### config.mk
export PLATFORM = sky130hd
export DESIGN_NAME = riot_timer_ram_io
export DESIGN_NICKNAME = d
export VERILOG_FILES = /design/src/design/rtio_pkg.sv /design/src/design/rtio_ram.sv /design/src/design/rtio_timer.sv /design/src/design/riot_timer_ram_io.sv
export SDC_FILE = /design/constraint.sdc
export NUM_CORES = 1
export LEC_CHECK = 0
export ABC_AREA = 1
export BUFFER_PORTS_ARGS = -buffer_cell sky130_fd_sc_hd__buf_2
export CAP_MARGIN = 0
export CELL_PAD_IN_SITES_DETAIL_PLACEMENT = 1
export CELL_PAD_IN_SITES_GLOBAL_PLACEMENT = 2
export CORE_MARGIN = 8
export CORE_UTILIZATION = 47
export DETAILED_ROUTE_END_ITERATION = 10
export MAX_ROUTING_LAYER = met4
export PLACE_DENSITY = 0.93
export SLEW_MARGIN = 10
export SYNTH_ARGS = -nofsm -noshare
export SYNTH_HDL_FRONTEND = slang
export SYNTH_SLANG_ARGS = --single-unit
### constraint.sdc
create_clock -name clock -period 3.6 [get_ports clock]
set_input_delay 0.36 -clock clock [delete_from_list [all_inputs] [get_ports clock]]
set_output_delay 0.36 -clock clock [all_outputs]
set_load 0.005 [all_outputs]
### src/design/rtio_pkg.sv
// Shared types, codes and constants for the RIOT timer / RAM / I/O block.
// No dependencies; rtio_timer and riot_timer_ram_io import this package.
package rtio_pkg;

   localparam int RTIO_RAM_DEPTH = 128;

   typedef enum logic [1:0] {
      CMD_TICK  = 2'd0,
      CMD_READ  = 2'd1,
      CMD_WRITE = 2'd2
   } cmd_type;

   typedef enum logic [2:0] {
      TGT_NONE  = 3'd0,
      TGT_VIDEO = 3'd1,
      TGT_RAM   = 3'd2,
      TGT_IO    = 3'd3,
      TGT_ROM   = 3'd4
   } tgt_type;

   localparam logic [12:0] ADDR_ROM_BASE = 13'h1000;
   localparam logic [12:0] IO_PORTA      = 13'h280;
   localparam logic [12:0] IO_PORTA_M    = 13'h290;
   localparam logic [12:0] IO_TIMER      = 13'h284;
   localparam logic [12:0] IO_TIMER_M    = 13'h294;
   // Timer load group: address bits [12:2] of 0x284-0x287 and its mirror
   localparam logic [10:0] IO_TIMER_GRP   = IO_TIMER[12:2];
   localparam logic [10:0] IO_TIMER_GRP_M = IO_TIMER_M[12:2];
   localparam logic [7:0]  IO_OPEN_BUS   = 8'hFF;

   typedef struct packed {
      logic [1:0]  cmd;
      logic [15:0] bus_address;
      logic [7:0]  write_data;
      logic [7:0]  joystick_pins;
   } req_type;

   typedef struct packed {
      logic [7:0] read_data;
      logic [2:0] target;
   } rsp_type;

   typedef struct packed {
      logic       tick;
      logic       load;
      logic       restore;
      logic [1:0] scale;
      logic [7:0] data;
   } timer_ctrl_type;

   function automatic logic [10:0] interval_of(input logic [1:0] scale);
      logic [10:0] iv;
      case (scale)
         2'd0:    iv = 11'd1;
         2'd1:    iv = 11'd8;
         2'd2:    iv = 11'd64;
         default: iv = 11'd1024;
      endcase
      return iv;
   endfunction

endpackage

### src/design/rtio_ram.sv
// Generic single-port-write, single-port-read RAM with registered read data.
// No dependencies.
module rtio_ram #(
   parameter int WIDTH = 8,
   parameter int DEPTH = 128
) (
   input  logic                     clock,
   input  logic                     wr_en,
   input  logic [$clog2(DEPTH)-1:0] wr_addr,
   input  logic [WIDTH-1:0]         wr_data,
   input  logic                     rd_en,
   input  logic [$clog2(DEPTH)-1:0] rd_addr,
   output logic [WIDTH-1:0]         rd_data
);

   logic [WIDTH-1:0] mem [DEPTH];

   always_ff @(posedge clock) begin
      if (wr_en) begin
         mem[wr_addr] <= wr_data;
      end
      if (rd_en) begin
         rd_data <= mem[rd_addr];
      end
   end

endmodule

### src/design/rtio_timer.sv
// Interval timer: prescaler, count value and active / set intervals.
// Depends on rtio_pkg (timer_ctrl_type, interval_of).
module rtio_timer
   import rtio_pkg::*;
(
   input  logic           clock,
   input  logic           reset,
   input  timer_ctrl_type ctrl,
   output logic [7:0]     timer_value
);

   logic [15:0] pc_ff, pc_in, pc_inc;
   logic [7:0]  tv_ff, tv_in, tv_dec;
   logic [10:0] act_ff, act_in;
   logic [10:0] set_ff, set_in;

   assign pc_inc      = pc_ff + 16'd1;
   assign tv_dec      = tv_ff - 8'd1;
   assign timer_value = tv_ff;

   always_comb begin
      pc_in  = pc_ff;
      tv_in  = tv_ff;
      act_in = act_ff;
      set_in = set_ff;
      if (ctrl.tick) begin
         if (pc_inc == {5'd0, act_ff}) begin
            pc_in = '0;
            tv_in = tv_dec;
            if (tv_dec == 8'hFF) begin
               act_in = 11'd1;
            end
         end else begin
            pc_in = pc_inc;
         end
      end else if (ctrl.load) begin
         set_in = interval_of(ctrl.scale);
         act_in = interval_of(ctrl.scale);
         tv_in  = ctrl.data - 8'd1;
      end else if (ctrl.restore) begin
         act_in = set_ff;
      end
   end

   always_ff @(posedge clock) begin
      if (reset) begin
         pc_ff  <= '0;
         tv_ff  <= '0;
         act_ff <= '0;
         set_ff <= '0;
      end else begin
         pc_ff  <= pc_in;
         tv_ff  <= tv_in;
         act_ff <= act_in;
         set_ff <= set_in;
      end
   end

endmodule

### src/design/riot_timer_ram_io.sv
// Top level of the RIOT timer / scratch RAM / I/O block with its bus decode.
// Depends on rtio_pkg, rtio_ram and rtio_timer.
//
// Usage:
//   req channel: one beat per cpu cycle: a tick, a bus read or a bus write.
//   rsp channel: exactly one beat per request beat, in order, carrying the
//     read byte and the decoded target code.
//   Path: a request beat is captured in the read stage, where the RAM read
//     data is registered, and then moves on into the output register.
//   Throughput: one beat per clock while req_stall is low; the scratch RAM
//     port and the timer registers are touched once per beat.
//   Reset: synchronous, active high. Clears the timer state, the pipeline
//     valids and the per-entry RAM valid bits, so every RAM byte reads zero
//     until written. No clearing pass; requests are taken right after reset.
//   Stall: the output register holds a beat while rsp_stall is high; one
//     more beat may enter and wait in the read stage. Only when both are
//     full does req_stall rise.
module riot_timer_ram_io
   import rtio_pkg::*;
#(
   parameter int RAM_DEPTH = RTIO_RAM_DEPTH
) (
   input  logic    clock,
   input  logic    reset,
   input  logic    req_valid,
   output logic    req_stall,
   input  req_type req_data,
   output logic    rsp_valid,
   input  logic    rsp_stall,
   output rsp_type rsp_data
);

   localparam int RAM_AW = $clog2(RAM_DEPTH);

   logic                 acc;
   logic [12:0]          a13;
   logic                 is_rd, is_wr;
   tgt_type              tgt;
   logic [RAM_AW-1:0]    idx;
   logic [7:0]           io_rd;
   logic [7:0]           timer_value;
   logic [7:0]           ram_rdata;
   logic                 ram_wr;
   timer_ctrl_type       tctrl;

   logic [RAM_DEPTH-1:0] ram_vld_ff, ram_vld_in;

   // Read stage: waits for the RAM read data
   logic                 s1_vld_ff, s1_vld_in;
   tgt_type              s1_tgt_ff;
   logic [7:0]           s1_data_ff;
   logic                 s1_ram_ff;
   logic                 s1_hit_ff;
   logic                 s1_adv;
   rsp_type              s1_rsp;

   // Output register
   logic                 out_vld_ff, out_vld_in;
   rsp_type              out_data_ff;

   assign s1_adv    = s1_vld_ff && (!out_vld_ff || !rsp_stall);
   assign req_stall = s1_vld_ff && !s1_adv;
   assign acc       = req_valid && !req_stall;

   assign a13   = req_data.bus_address[12:0];
   assign is_rd = (req_data.cmd == CMD_READ);
   assign is_wr = (req_data.cmd == CMD_WRITE);
   assign idx   = a13[RAM_AW-1:0];

   // Decode the target: ROM area first, then video chip, RAM, I/O
   always_comb begin
      if (!(is_rd || is_wr)) begin
         tgt = TGT_NONE;
      end else if (a13 >= ADDR_ROM_BASE) begin
         tgt = TGT_ROM;
      end else if (!a13[7]) begin
         tgt = TGT_VIDEO;
      end else if (!a13[9]) begin
         tgt = TGT_RAM;
      end else begin
         tgt = TGT_IO;
      end
   end

   // I/O read mux; full 13-bit compare, so stray mirrors read open bus
   always_comb begin
      case (a13)
         IO_PORTA, IO_PORTA_M: io_rd = req_data.joystick_pins;
         IO_TIMER, IO_TIMER_M: io_rd = timer_value;
         default:              io_rd = IO_OPEN_BUS;
      endcase
   end

   // Timer control: only one action per beat
   always_comb begin
      tctrl         = '0;
      tctrl.tick    = acc && (req_data.cmd == CMD_TICK);
      tctrl.load    = acc && is_wr && (tgt == TGT_IO) &&
                      (a13[12:2] inside {IO_TIMER_GRP, IO_TIMER_GRP_M});
      tctrl.restore = acc && is_rd && (tgt == TGT_IO) &&
                      (a13 inside {IO_TIMER, IO_TIMER_M});
      tctrl.scale   = a13[1:0];
      tctrl.data    = req_data.write_data;
   end

   rtio_timer u_timer (
      .clock       (clock),
      .reset       (reset),
      .ctrl        (tctrl),
      .timer_value (timer_value)
   );

   // Scratch RAM; a write lands at the accept edge, so a read on the next
   // beat already sees it
   assign ram_wr = acc && is_wr && (tgt == TGT_RAM);

   rtio_ram #(
      .WIDTH (8),
      .DEPTH (RAM_DEPTH)
   ) u_ram (
      .clock   (clock),
      .wr_en   (ram_wr),
      .wr_addr (idx),
      .wr_data (req_data.write_data),
      .rd_en   (acc),
      .rd_addr (idx),
      .rd_data (ram_rdata)
   );

   // Mark written entries; unwritten ones read as zero
   always_comb begin
      ram_vld_in = ram_vld_ff;
      if (ram_wr) begin
         ram_vld_in[idx] = 1'b1;
      end
   end

   always_comb begin
      s1_vld_in = s1_vld_ff;
      if (acc) begin
         s1_vld_in = 1'b1;
      end else if (s1_adv) begin
         s1_vld_in = 1'b0;
      end
   end

   always_ff @(posedge clock) begin
      if (reset) begin
         ram_vld_ff <= '0;
         s1_vld_ff  <= 1'b0;
      end else begin
         ram_vld_ff <= ram_vld_in;
         s1_vld_ff  <= s1_vld_in;
      end
   end

   // Capture the decoded beat; read stage payload holds while stalled
   always_ff @(posedge clock) begin
      if (acc) begin
         s1_tgt_ff  <= tgt;
         s1_data_ff <= (is_rd && (tgt == TGT_IO)) ? io_rd : 8'd0;
         s1_ram_ff  <= is_rd && (tgt == TGT_RAM);
         s1_hit_ff  <= ram_vld_ff[idx];
      end
   end

   always_comb begin
      s1_rsp.target = s1_tgt_ff;
      if (s1_ram_ff) begin
         s1_rsp.read_data = s1_hit_ff ? ram_rdata : 8'd0;
      end else begin
         s1_rsp.read_data = s1_data_ff;
      end
   end

   // Advance into the output register, or drop the valid once taken
   always_comb begin
      out_vld_in = out_vld_ff;
      if (s1_adv) begin
         out_vld_in = 1'b1;
      end else if (!rsp_stall) begin
         out_vld_in = 1'b0;
      end
   end

   always_ff @(posedge clock) begin
      if (reset) begin
         out_vld_ff <= 1'b0;
      end else begin
         out_vld_ff <= out_vld_in;
      end
   end

   always_ff @(posedge clock) begin
      if (s1_adv) begin
         out_data_ff <= s1_rsp;
      end
   end

   assign rsp_valid = out_vld_ff;
   assign rsp_data  = out_data_ff;

`ifndef SYNTHESIS
   // A RAM write marks its entry valid for later reads
   a_ram_mark: assert property (@(posedge clock) disable iff (reset)
      ram_wr |=> ram_vld_ff[$past(idx)])
      else $error("RAM valid bit not set after write");

   // Ticks and unused commands never return data
   a_tick_zero: assert property (@(posedge clock) disable iff (reset)
      rsp_valid && (rsp_data.target == TGT_NONE) |-> rsp_data.read_data == 8'd0)
      else $error("tick beat carries read data");

   // Nothing is presented right after reset
   a_reset_idle: assert property (@(posedge clock)
      reset |=> !rsp_valid && !s1_vld_ff)
      else $error("pipeline valid after reset");

   // Input is held off only when both stages are full and the output stalls
   a_stall_full: assert property (@(posedge clock) disable iff (reset)
      req_stall |-> s1_vld_ff && out_vld_ff && rsp_stall)
      else $error("input stalled with room in the pipeline");
`endif

endmodule

======== Word-level counts from Yosys, hierarchy flattened ========
Memories as Yosys holds them, arrays and structs flattened. A register that Yosys moved wholly into a read port is not among the register bits.
Index checks and enable logic that the tools add are counted.
Widths: inputs -> output; s select.
word-level totals
  memory bits (writable) .................. 1024
  ROM bits ................................ 0
  register bits after elaboration ......... 200
  logic and storage cells ................. 98
  memories kept ........................... 1
  output and inout port bits .............. 13
  latch bits .............................. 0
cells by class
  multipliers ............................. 0
  order comparisons ....................... 3
  shift-type cells ........................ 0
  divide/modulo/power cells ............... 0
  $add $sub $neg .......................... 3
  reduce and logical (&&, ||, !) cells .... 32
  eq/ne operators ......................... 17
  bitwise logic cells ..................... 2
  mux-type cells .......................... 27
memory list
  memory     depth  bits a word  read ports  clocked after memory_dff  write ports  line            text
  u_ram.mem  128    8            1           1                         1            rtio_ram.sv:16  logic [WIDTH-1:0] mem [DEPTH];
operators by type and width
  kind                   count
  $or 128x128->128       1
  $mux 11                5
  $eq 13x10->1 const B   4
  $mux 8                 5
  $pmux 11 s3            1
  $eq 11x8->1 const B    2
  $add 16x1->16 const B  1
  $eq 16x11->1           1
  $mux 16                1
  $pmux 8 s2             1
  $sub 8x1->8 const B    2
  $logic_and 1x1->1      14
  $ge 13x13->1 const B   1
  $mux 1                 9
  $eq 8x8->1 const B     1
  $lt 7x8->1 const B     1
  $reduce_bool 2->1      4
  $bmux 1 s7             1
  $demux 1 s7            1
  $ge 7x1->1 const B     1
  $eq 3x2->1 const B     2
  $mux 3                 2
  $ne 2x1->1 const B     3
  $eq 2x1->1 const B     2
  other kinds (10)       18

======== Logic depth before layout (Yosys ltp) ========
Gate-level depths: netlist of run 1.
  word-level depth ........................ 13
  depth in mapped cells ................... 16

======== Hierarchy ========
A second synthesis of run 1 with hierarchy kept.
second synthesis, totals
  cells, all modules ...................... 4942
  area, all modules ....................... 51551.9 um^2
by module, submodules not included
  module             area an instance (um^2)  times used  cells an instance  sequential area each (um^2)
  rtio_ram           42184.2                  1           3575               30989.7
  riot_timer_ram_io  7085.5                   1           992                3323.2
  rtio_timer         2282.2                   1           375                640.6

======== Least setup slack after synthesis of run 1 ========
No wires, ideal clock.
  path kind ............................... input-to-reg
  start ................................... in req_data[32] (netlist name)
  end ..................................... mem u_ram.mem[10][0], enable pin
  data arrival time ....................... 2.007 ns
  path slack .............................. 1.220 ns
  library setup time ...................... 0.374 ns
  stages .................................. 12
  path buffers ............................ 0
  required time ........................... 3.226 ns
  cells stage by stage .................... inv_1 ha_1 nand2_1 nor2_1 inv_2 nor2_1 inv_1 nor2_1 inv_2 nor3_4 nand2_1 nor2_1
between the ends
  cells in the longest elaborated chain, start to end .. 7
  elaborated cells on any way between the ends .. 9
  classes of those cells .................. eq/ne: 3; mux: 3; reduce/logical: 3
ends and longest elaborated chain
  element                                   line                                              text
  from (decl)                               riot_timer_ram_io.sv:27                           input req_type req_data,
  $eq 2x1->1 or $eq 2x2->1 (tied branches)  riot_timer_ram_io.sv:66, riot_timer_ram_io.sv:67
  $logic_or 1x1->1 (*)                      riot_timer_ram_io.sv:72                           if (!(is_rd || is_wr)) begin
  $mux 3 (*)                                riot_timer_ram_io.sv:72
  via tgt[1]                                riot_timer_ram_io.sv:38                           tgt_type tgt;
  $eq 3x2->1 (*)                            riot_timer_ram_io.sv:115                          assign ram_wr = acc && is_wr && (tgt == TGT_RAM);
  $logic_and 1x1->1 (*)                     riot_timer_ram_io.sv:115
  $mux 1 (*)                                rtio_ram.sv:19                                    if (wr_en) begin
  $mux 1 (implied by the code) (*)          rtio_ram.sv:20                                    mem[wr_addr] <= wr_data;
  to (decl)                                 rtio_ram.sv:16
Mark *: on every way through the listed nets, which the timed path passes. The rest lies on a longest branch.

======== Worst setup path after layout of run 1 ========
  start ................................... reg out_vld_ff (netlist: rsp_valid)
  end ..................................... mem u_ram.mem[28][2], enable pin
between the ends
  cells in the longest elaborated chain, start to end .. 11
ends and longest elaborated chain
  element                          line                      text
  from (decl)                      riot_timer_ram_io.sv:58   logic out_vld_ff, out_vld_in;
  from (signal assigned)           riot_timer_ram_io.sv:190  out_vld_ff <= out_vld_in;
  $logic_not 1->1                  riot_timer_ram_io.sv:61   assign s1_adv = s1_vld_ff && (!out_vld_ff || !rsp_stall);
  $logic_or 1x1->1                 riot_timer_ram_io.sv:61
  $logic_and 1x1->1                riot_timer_ram_io.sv:61
  $logic_not 1->1                  riot_timer_ram_io.sv:62   assign req_stall = s1_vld_ff && !s1_adv;
  $logic_and 1x1->1                riot_timer_ram_io.sv:62
  $logic_not 1->1                  riot_timer_ram_io.sv:63   assign acc = req_valid && !req_stall;
  $logic_and 1x1->1                riot_timer_ram_io.sv:63
  $logic_and 1x1->1 (2 in series)  riot_timer_ram_io.sv:115
  $mux 1                           rtio_ram.sv:19
  $mux 1 (implied by the code)     rtio_ram.sv:20
Every way passes these cells.

==> out/results.txt, run 1 <==
status: completed
Die X: 335 um
GRT Overall Usage: 26.8%
Fin. Hold Viols: 0
Crit Path Category: reg -> reg
DRC: 0
share of the synthesized area in the top cell type: 66.5%
WL per Instance: 26.2 um
cell area after layout: 55200 um^2
Core Util, Final: 54.6%
Post-Synth Adder-Cell Area: 0.157%
max-slew violation count: 0
vias in the first global route: 35400
worst slew pin tran: 1.14 ns
crit-path cells: nand2_1, inv_1, nand2_1, nand2_1, nor2_1, inv_1, nor2_1, inv_2, nor3_4, nand2_1, nor2_1, buf_4
period utilization: 81.8%
Pleak: 19.4 nW
met3 Resource Use GR: 4.01%
dominant cells by area after synthesis: edfxtp_1 (66%), nand2_1 (8.1%), dfxtp_1 (6.8%)
Post-synth EDFFs: 1056
Critical Path AT: 3.37 ns
NumNets Final: 4250
total CTS buffers: 120
mux contribution to synthesized area: 0.0210%
Synth Area in XOR/XNOR: 0.147%
RSZ-0062 raised after global routing: no
Yosys Warn Count: 0
CTS Sinks: 1218
htree depth: 3
Worst Setup End Kind: flip-flop
largest family of logic cells by synthesized area: simple AND/OR/NAND/NOR gates
syn nets: 4016
post-synthesis cell count: 3972
Via Count: 33600
sequential share of power: 51.7%
top cell type by total area after synthesis: edfxtp_1
final setup violation count: 0
detailed placer's ending HPWL: 91500 um
Min-Delay Path Class: in -> reg
first-pass GRT wire length: 222000 um
IO Count: 51
post-cts resize count: 0
GR Util met1: 33.2%
router iterations before antenna repair: 5
Placeable Area: 101000 um^2
Top delay family on crit path: simple AND/OR/NAND/NOR gates
PwrDens: 539 nW/um^2
Syn Std Cell Area: 47700 um^2
Critical Path RT: 4.02 ns
cts hold-fix bufs: 4
slew margin rel.: 23.7%
Max rail drop VDD: 0.371 mV
gp weighted congestion: 0.868
largest net degree at the start of global routing: 103
sw frac: 22.5%
Synth async-reset ratio: 0%
startpoint types: flip-flop
sequential-to-total area share from yosys stat: 73.3%
Die H: 335 um
library cells used by synthesis: 40
initial antenna violation count: 6
layout cell share with drive strength beyond 1: 12.3%
Clock Power Share: 42.7%
Total Routed Length: 149000 um
clk_lat worst skew: 0.73 ns
most frequently used flop master after synthesis: edfxtp_1
Initial Utilization: 47.1%
initial detailed-routing violation count: 3273
GR peak layer: met2
crit-path max cell delay: 0.39 ns
f_max: 339 MHz
CP max stage cell: nor2_1
post-synthesis compound-gate area fraction: 7.33%
clk buf depth: 3
Routed Antenna Nets: 0
grt met2 use: 43.8%
total grt overflow: 0
Comb pwr share: 5.6%
Clock transition at path regs: 0.06 ns
Most Frequent Cell on Critical Path: nand2_1
Area growth syn-to-layout: 15.8%
Synth Register Bits: 1218
TNS Setup: 0 ns
row cnt: 117
Syn Area/Cell: 12.0 um^2
CP Buf/Inv Count: 4
Crit Path Max Fanout: 8
CTS tree: built
clock skew: 0.0284 ns
Synth Area in Simple Gates: 16.2%
Via density: 5.92
Placed Area: 51200 um^2
total die area: 112000 um^2
Cell Int Power: 0.0231 W
postcts setup bufs: 0
worst hold-check slack: 0.0555 ns
MaxCap Viol Count: 0
Root Buffer: clkbuf_16
Period minus WS final: 2.95 ns
PortBufs: 47
switching power: 0.00669 W
==> routing by layer <==
layer	part of all wire [%]	wire (um)
met2	49	72400
met3	7.2	10700
met1	39	58600
met5	0	0
met4	4.8	7220
==> cell usage in the layout, fill, tap and decap left out, types with 32 or more instances in the layout <==
master and instances:
edfxtp_1 1056, nand2_1 1033, nor2_1 565, a22oi_1 268, buf_4 241, dfxtp_1 162, nand3_1 140, clkbuf_16 121
nand4_1 120, inv_1 101, o21ai_0 90, a21oi_1 87, buf_2 37, buf_12 34, clkbuf_1 32
==> synthesized netlist by cell type, drive strengths merged, types with 18 or more instances <==
master  instances
a211oi         20
a21oi          87
a22oi         268
buf           120
clkbuf         85
dfxtp         162
edfxtp       1056
inv           112
nand2        1039
nand3         140
nand4         121
nor2          576
nor3           18
o211ai         27
o21ai          91
==> worst reg2reg max path: cells and delay by family (launching register included) <==
family | cells | cell delay (ns)
and+or+nand+nor | 8 | 1.80
DFF | 1 | 0.31
buffers and inverters | 4 | 0.56
==> power groups by stage <==
| stage | Clock (W) | Sequential [W] | Combinational, W |
|---|---|---|---|
| final | 0.0127 | 0.0154 | 0.00168 |
| after global routing | 0.0133 | 0.0154 | 0.00177 |
| after CTS | 0.0128 | 0.0154 | 0.00166 |
| after detailed placement | 0 | 0.0157 | 0.00163 |
| after global placement | 0 | 0.0157 | 0.00157 |
| after floorplan | 0 | 0.0157 | 0.000776 |
==> logic make-up after synthesis <==
group | count (synthesis)
AOI/OAI and AO/OA | 524
xor gates and xnor gates | 8
adders and majority gates | 6
buffers and inverters | 319
DFF | 1218
muxes | 1
and+or+nand+nor | 1896
==> final timing paths <==
check                             startpoint          endpoint  slack (ns)  depth (start not counted)
worst min-delay path            req_data[23]      s1_tgt_ff[0]        0.06                          2
worst min register to register  s1_tgt_ff[0]       rsp_data[0]        0.43                          0
worst max register to register     rsp_valid  u_ram.mem[28][2]        0.65                         12
worst max-delay path               rsp_valid  u_ram.mem[28][2]        0.65                         12
==> cell type report <==
type                    count  area (um^2)
diodes                      4         10.0
flip-flops and latches   1218        35000
repair buffers            317         2730
fillers                 10300        45900
well taps                1368         1710
clock buffers             166         3330
clock inverters            61          668
inverters                 114          438
multi-input cells        2435        11400
==> per-stage QoR <==
step,setup slack [ns],power [W],std cells
finish,0.654,0.0298,5683
global route,0.498,0.0305,5682
CTS,0.729,0.0299,5679
detailed placement,0.377,0.0173,5448
global placement,0.454,0.0172,5448
floorplan,1.22,0.0165,3972
==> state kept, by name (all words and copies together) (netlist names), 4 cells and up <==
register             count
u_ram.mem             1024
s1_data_ff               8
u_timer.act_ff           4
u_ram.rd_data            8
u_timer.pc_ff           16
u_timer.set_ff           4
u_timer.timer_value      8
rsp_data                11
ram_vld_ff             128
No activity file was read; power rests on OpenSTA's default activity.
==> run 2, diff against run 1 <==
--- a/config.mk
+++ b/config.mk
@@ -11,10 +11,10 @@
 export CELL_PAD_IN_SITES_DETAIL_PLACEMENT = 1
 export CELL_PAD_IN_SITES_GLOBAL_PLACEMENT = 2
 export CORE_MARGIN = 8
-export CORE_UTILIZATION = 47
+export CORE_UTILIZATION = 44
 export DETAILED_ROUTE_END_ITERATION = 10
 export MAX_ROUTING_LAYER = met4
-export PLACE_DENSITY = 0.93
+export PLACE_DENSITY = 0.88
 export SLEW_MARGIN = 10
 export SYNTH_ARGS = -nofsm -noshare
 export SYNTH_HDL_FRONTEND = slang
==> constraint.sdc (replaced) <==
create_clock -name clock -period 3 [get_ports clock]
set_input_delay 0.3 -clock clock [delete_from_list [all_inputs] [get_ports clock]]
set_output_delay 0.3 -clock clock [all_outputs]
set_load 0.005 [all_outputs]
==> out/results.txt, run 2 (synthesized netlist as in run 1, its figures left out) <==
total grt overflow: 0 (unchanged)
PortBufs: 47 (unchanged)
biggest regs: u_ram.mem x1024, ram_vld_ff x128, u_timer.pc_ff x16 (unchanged)
max FFs per register: 1024 (unchanged)
RSZ-0062 raised after global routing: no (unchanged)
reg-to-reg slack, setup: 0.36 ns (was 0.65 ns)
PwrDens: 649 nW/um^2 (was 539 nW/um^2)
Core Util, Final: 52.3% (was 54.6%)
Largest Register: u_ram.mem (unchanged)
total die area: 119000 um^2 (was 112000 um^2)
Routed Antenna Nets: 0 (unchanged)
htree depth: 4 (was 3)
MaxCap Viol Count: 0 (unchanged)
Multi-input gate area: 11400 um^2 (unchanged)
final setup violation count: 0 (unchanged)
Power, Total: 0.0364 W (was 0.0298 W)
WL per Instance: 25.4 um (was 26.2 um)
total CTS buffers: 130 (was 120)
Area growth syn-to-layout: 17.8% (was 15.8%)
worst slew pin tran: 0.951 ns (was 1.14 ns)
largest net degree at the start of global routing: 125 (was 103)
Pleak: 19.9 nW (was 19.4 nW)
Crit Path Max Fanout: 8 (unchanged)
detailed placer's ending HPWL: 92400 um (was 91500 um)
Initial Utilization: 44.4% (was 47.1%)
initial detailed-routing violation count: 3266 (was 3273)
vias in the first global route: 34800 (was 35400)
Setup crit start: rsp_valid (unchanged)
gp weighted congestion: 0.828 (was 0.868)
startpoint types: flip-flop (unchanged)
Fin. Hold Viols: 0 (unchanged)
Crit Path Category: reg -> reg (unchanged)
f_max: 379 MHz (was 339 MHz)
Min-Delay Path Class: in -> reg (unchanged)
cts hold-fix bufs: 11 (was 4)
clk_lat worst skew: 0.75 ns (was 0.73 ns)
Critical Path AT: 3.08 ns (was 3.37 ns)
Reg2Reg Capture Point: u_ram.mem[40][5] (was u_ram.mem[28][2])
slew margin rel.: 36.6% (was 23.7%)
initial antenna violation count: 6 (unchanged)
Critical Path End: u_ram.mem[40][5] (was u_ram.mem[28][2])
layout cell share with drive strength beyond 1: 13.9% (was 12.3%)
status: completed (unchanged)
RR Startpoint: rsp_valid (unchanged)
clock skew: 0.0316 ns (was 0.0284 ns)
period utilization: 87.8% (was 81.8%)
Root Buffer: clkbuf_16 (unchanged)
max-slew violation count: 0 (unchanged)
row cnt: 120 (was 117)
Via Count: 33300 (was 33600)
commonest non-fill, non-tap cell in the layout: edfxtp_1 (unchanged)
CTS tree: built (unchanged)
most frequent cells in the layout: edfxtp_1 (1056), nand2_1 (1033), nor2_1 (565), buf_4 (314), a22oi_1 (268) (was edfxtp_1 (1056), nand2_1 (1033), nor2_1 (565), a22oi_1 (268), buf_4 (241))
GRT Overall Usage: 24.7% (was 26.8%)
first-pass GRT wire length: 219000 um (was 222000 um)
Via density: 5.73 (was 5.92)
Worst Setup End Kind: flip-flop (unchanged)
worst r2r path cells: 15 (was 12)
Fill cells: 10900 (was 10300)
router iterations before antenna repair: 5 (unchanged)
min-delay src: req_data[7] (was req_data[23])
IO Count: 51 (unchanged)
DRC: 0 (unchanged)
Die H: 345 um (was 335 um)
NumNets Final: 4342 (was 4250)
Clock transition at path regs: 0.06 ns (about the same)
Period minus WS final: 2.64 ns (was 2.95 ns)
Placeable Area: 107000 um^2 (was 101000 um^2)
clk buf depth: 3 (unchanged)
CTS Sinks: 1218 (unchanged)
postcts setup bufs: 0 (unchanged)
Total Routed Length: 147000 um (was 149000 um)
Max rail drop VDD: 0.538 mV (was 0.371 mV)
sequential cell area: 35000 um^2 (unchanged)
Critical Path RT: 3.45 ns (was 4.02 ns)
post-cts resize count: 0 (unchanged)
Die X: 345 um (was 335 um)
## run 2: critical path, cell delays in order (launching register included)
cell	delay, ns
dfxtp_1	0.31
nand2_1	0.07
inv_1	0.06
nand2_1	0.15
nand2_1	0.09
nor2_1	0.09
inv_1	0.08
nor2_1	0.10
buf_4	0.16
inv_2	0.10
nor3_4	0.14
buf_4	0.16
nand2_1	0.16
buf_4	0.23
nor2_1	0.22
buf_4	0.20
## run 2: layout make-up
cell class | count | area share, %
sequential | 1218 | 62.2
multi-input combinational | 2435 | 20.3
clock buffer | 190 | 6.65
timing repair buffer | 399 | 6.03
tap | 1403 | 3.13
clock inverter | 51 | 0.887
inverter | 114 | 0.780
antenna | 4 | 0.0178
## run 2: metrics by stage
stage / hold WS (ns) / TNS (ns) / setup slack [ns] / area, um^2 / instances
3_5_place_dp: 0.407 / -0.0320 / -0.0320 / 51800 / 5558
2_1_floorplan: 0.399 / 0 / 0.680 / 47700 / 3972
5_1_grt: 0.0413 / 0 / 0.239 / 56200 / 5814
4_1_cts: 0.00599 / 0 / 0.386 / 56200 / 5810
3_3_place_gp: 0.404 / 0 / 0.0337 / 51800 / 5558
6_report: 0.0458 / 0 / 0.365 / 56200 / 5814
## run 2: worst min-delay path by stage
stage | end | slack (ns) | cells past startpoint
after global routing | u_ram.mem[9][5] | 0.04 | 1
after CTS | s1_data_ff[7] | 0.006 | 5
final | s1_data_ff[7] | 0.05 | 5
after detailed placement | rsp_data[1] | 0.41 | 0
after floorplan | u_ram.mem[0][0] | 0.40 | 0
after global placement | rsp_data[1] | 0.40 | 0
## run 2: layer usage
metal | vias up | track usage, % | part of all wire [%]
li1 | 14800 | - | -
met1 | 16900 | 30.5 | 40
met2 | 1245 | 40.6 | 49
met3 | 306 | 4.67 | 7.0
met4 | 0 | 9.18 | 3.6
met5 | - | - | 0
## run 2: where the power goes
part / internal, W / total (W) / leakage (nW) / switching [W]
Combinational: 0.000545 / 0.00207 / 7.01 / 0.00152
Clock: 0.00928 / 0.0159 / 2.07 / 0.00664
Sequential: 0.0184 / 0.0185 / 10.8 / 0.0000284
Total: 0.0283 / 0.0364 / 19.9 / 0.00818
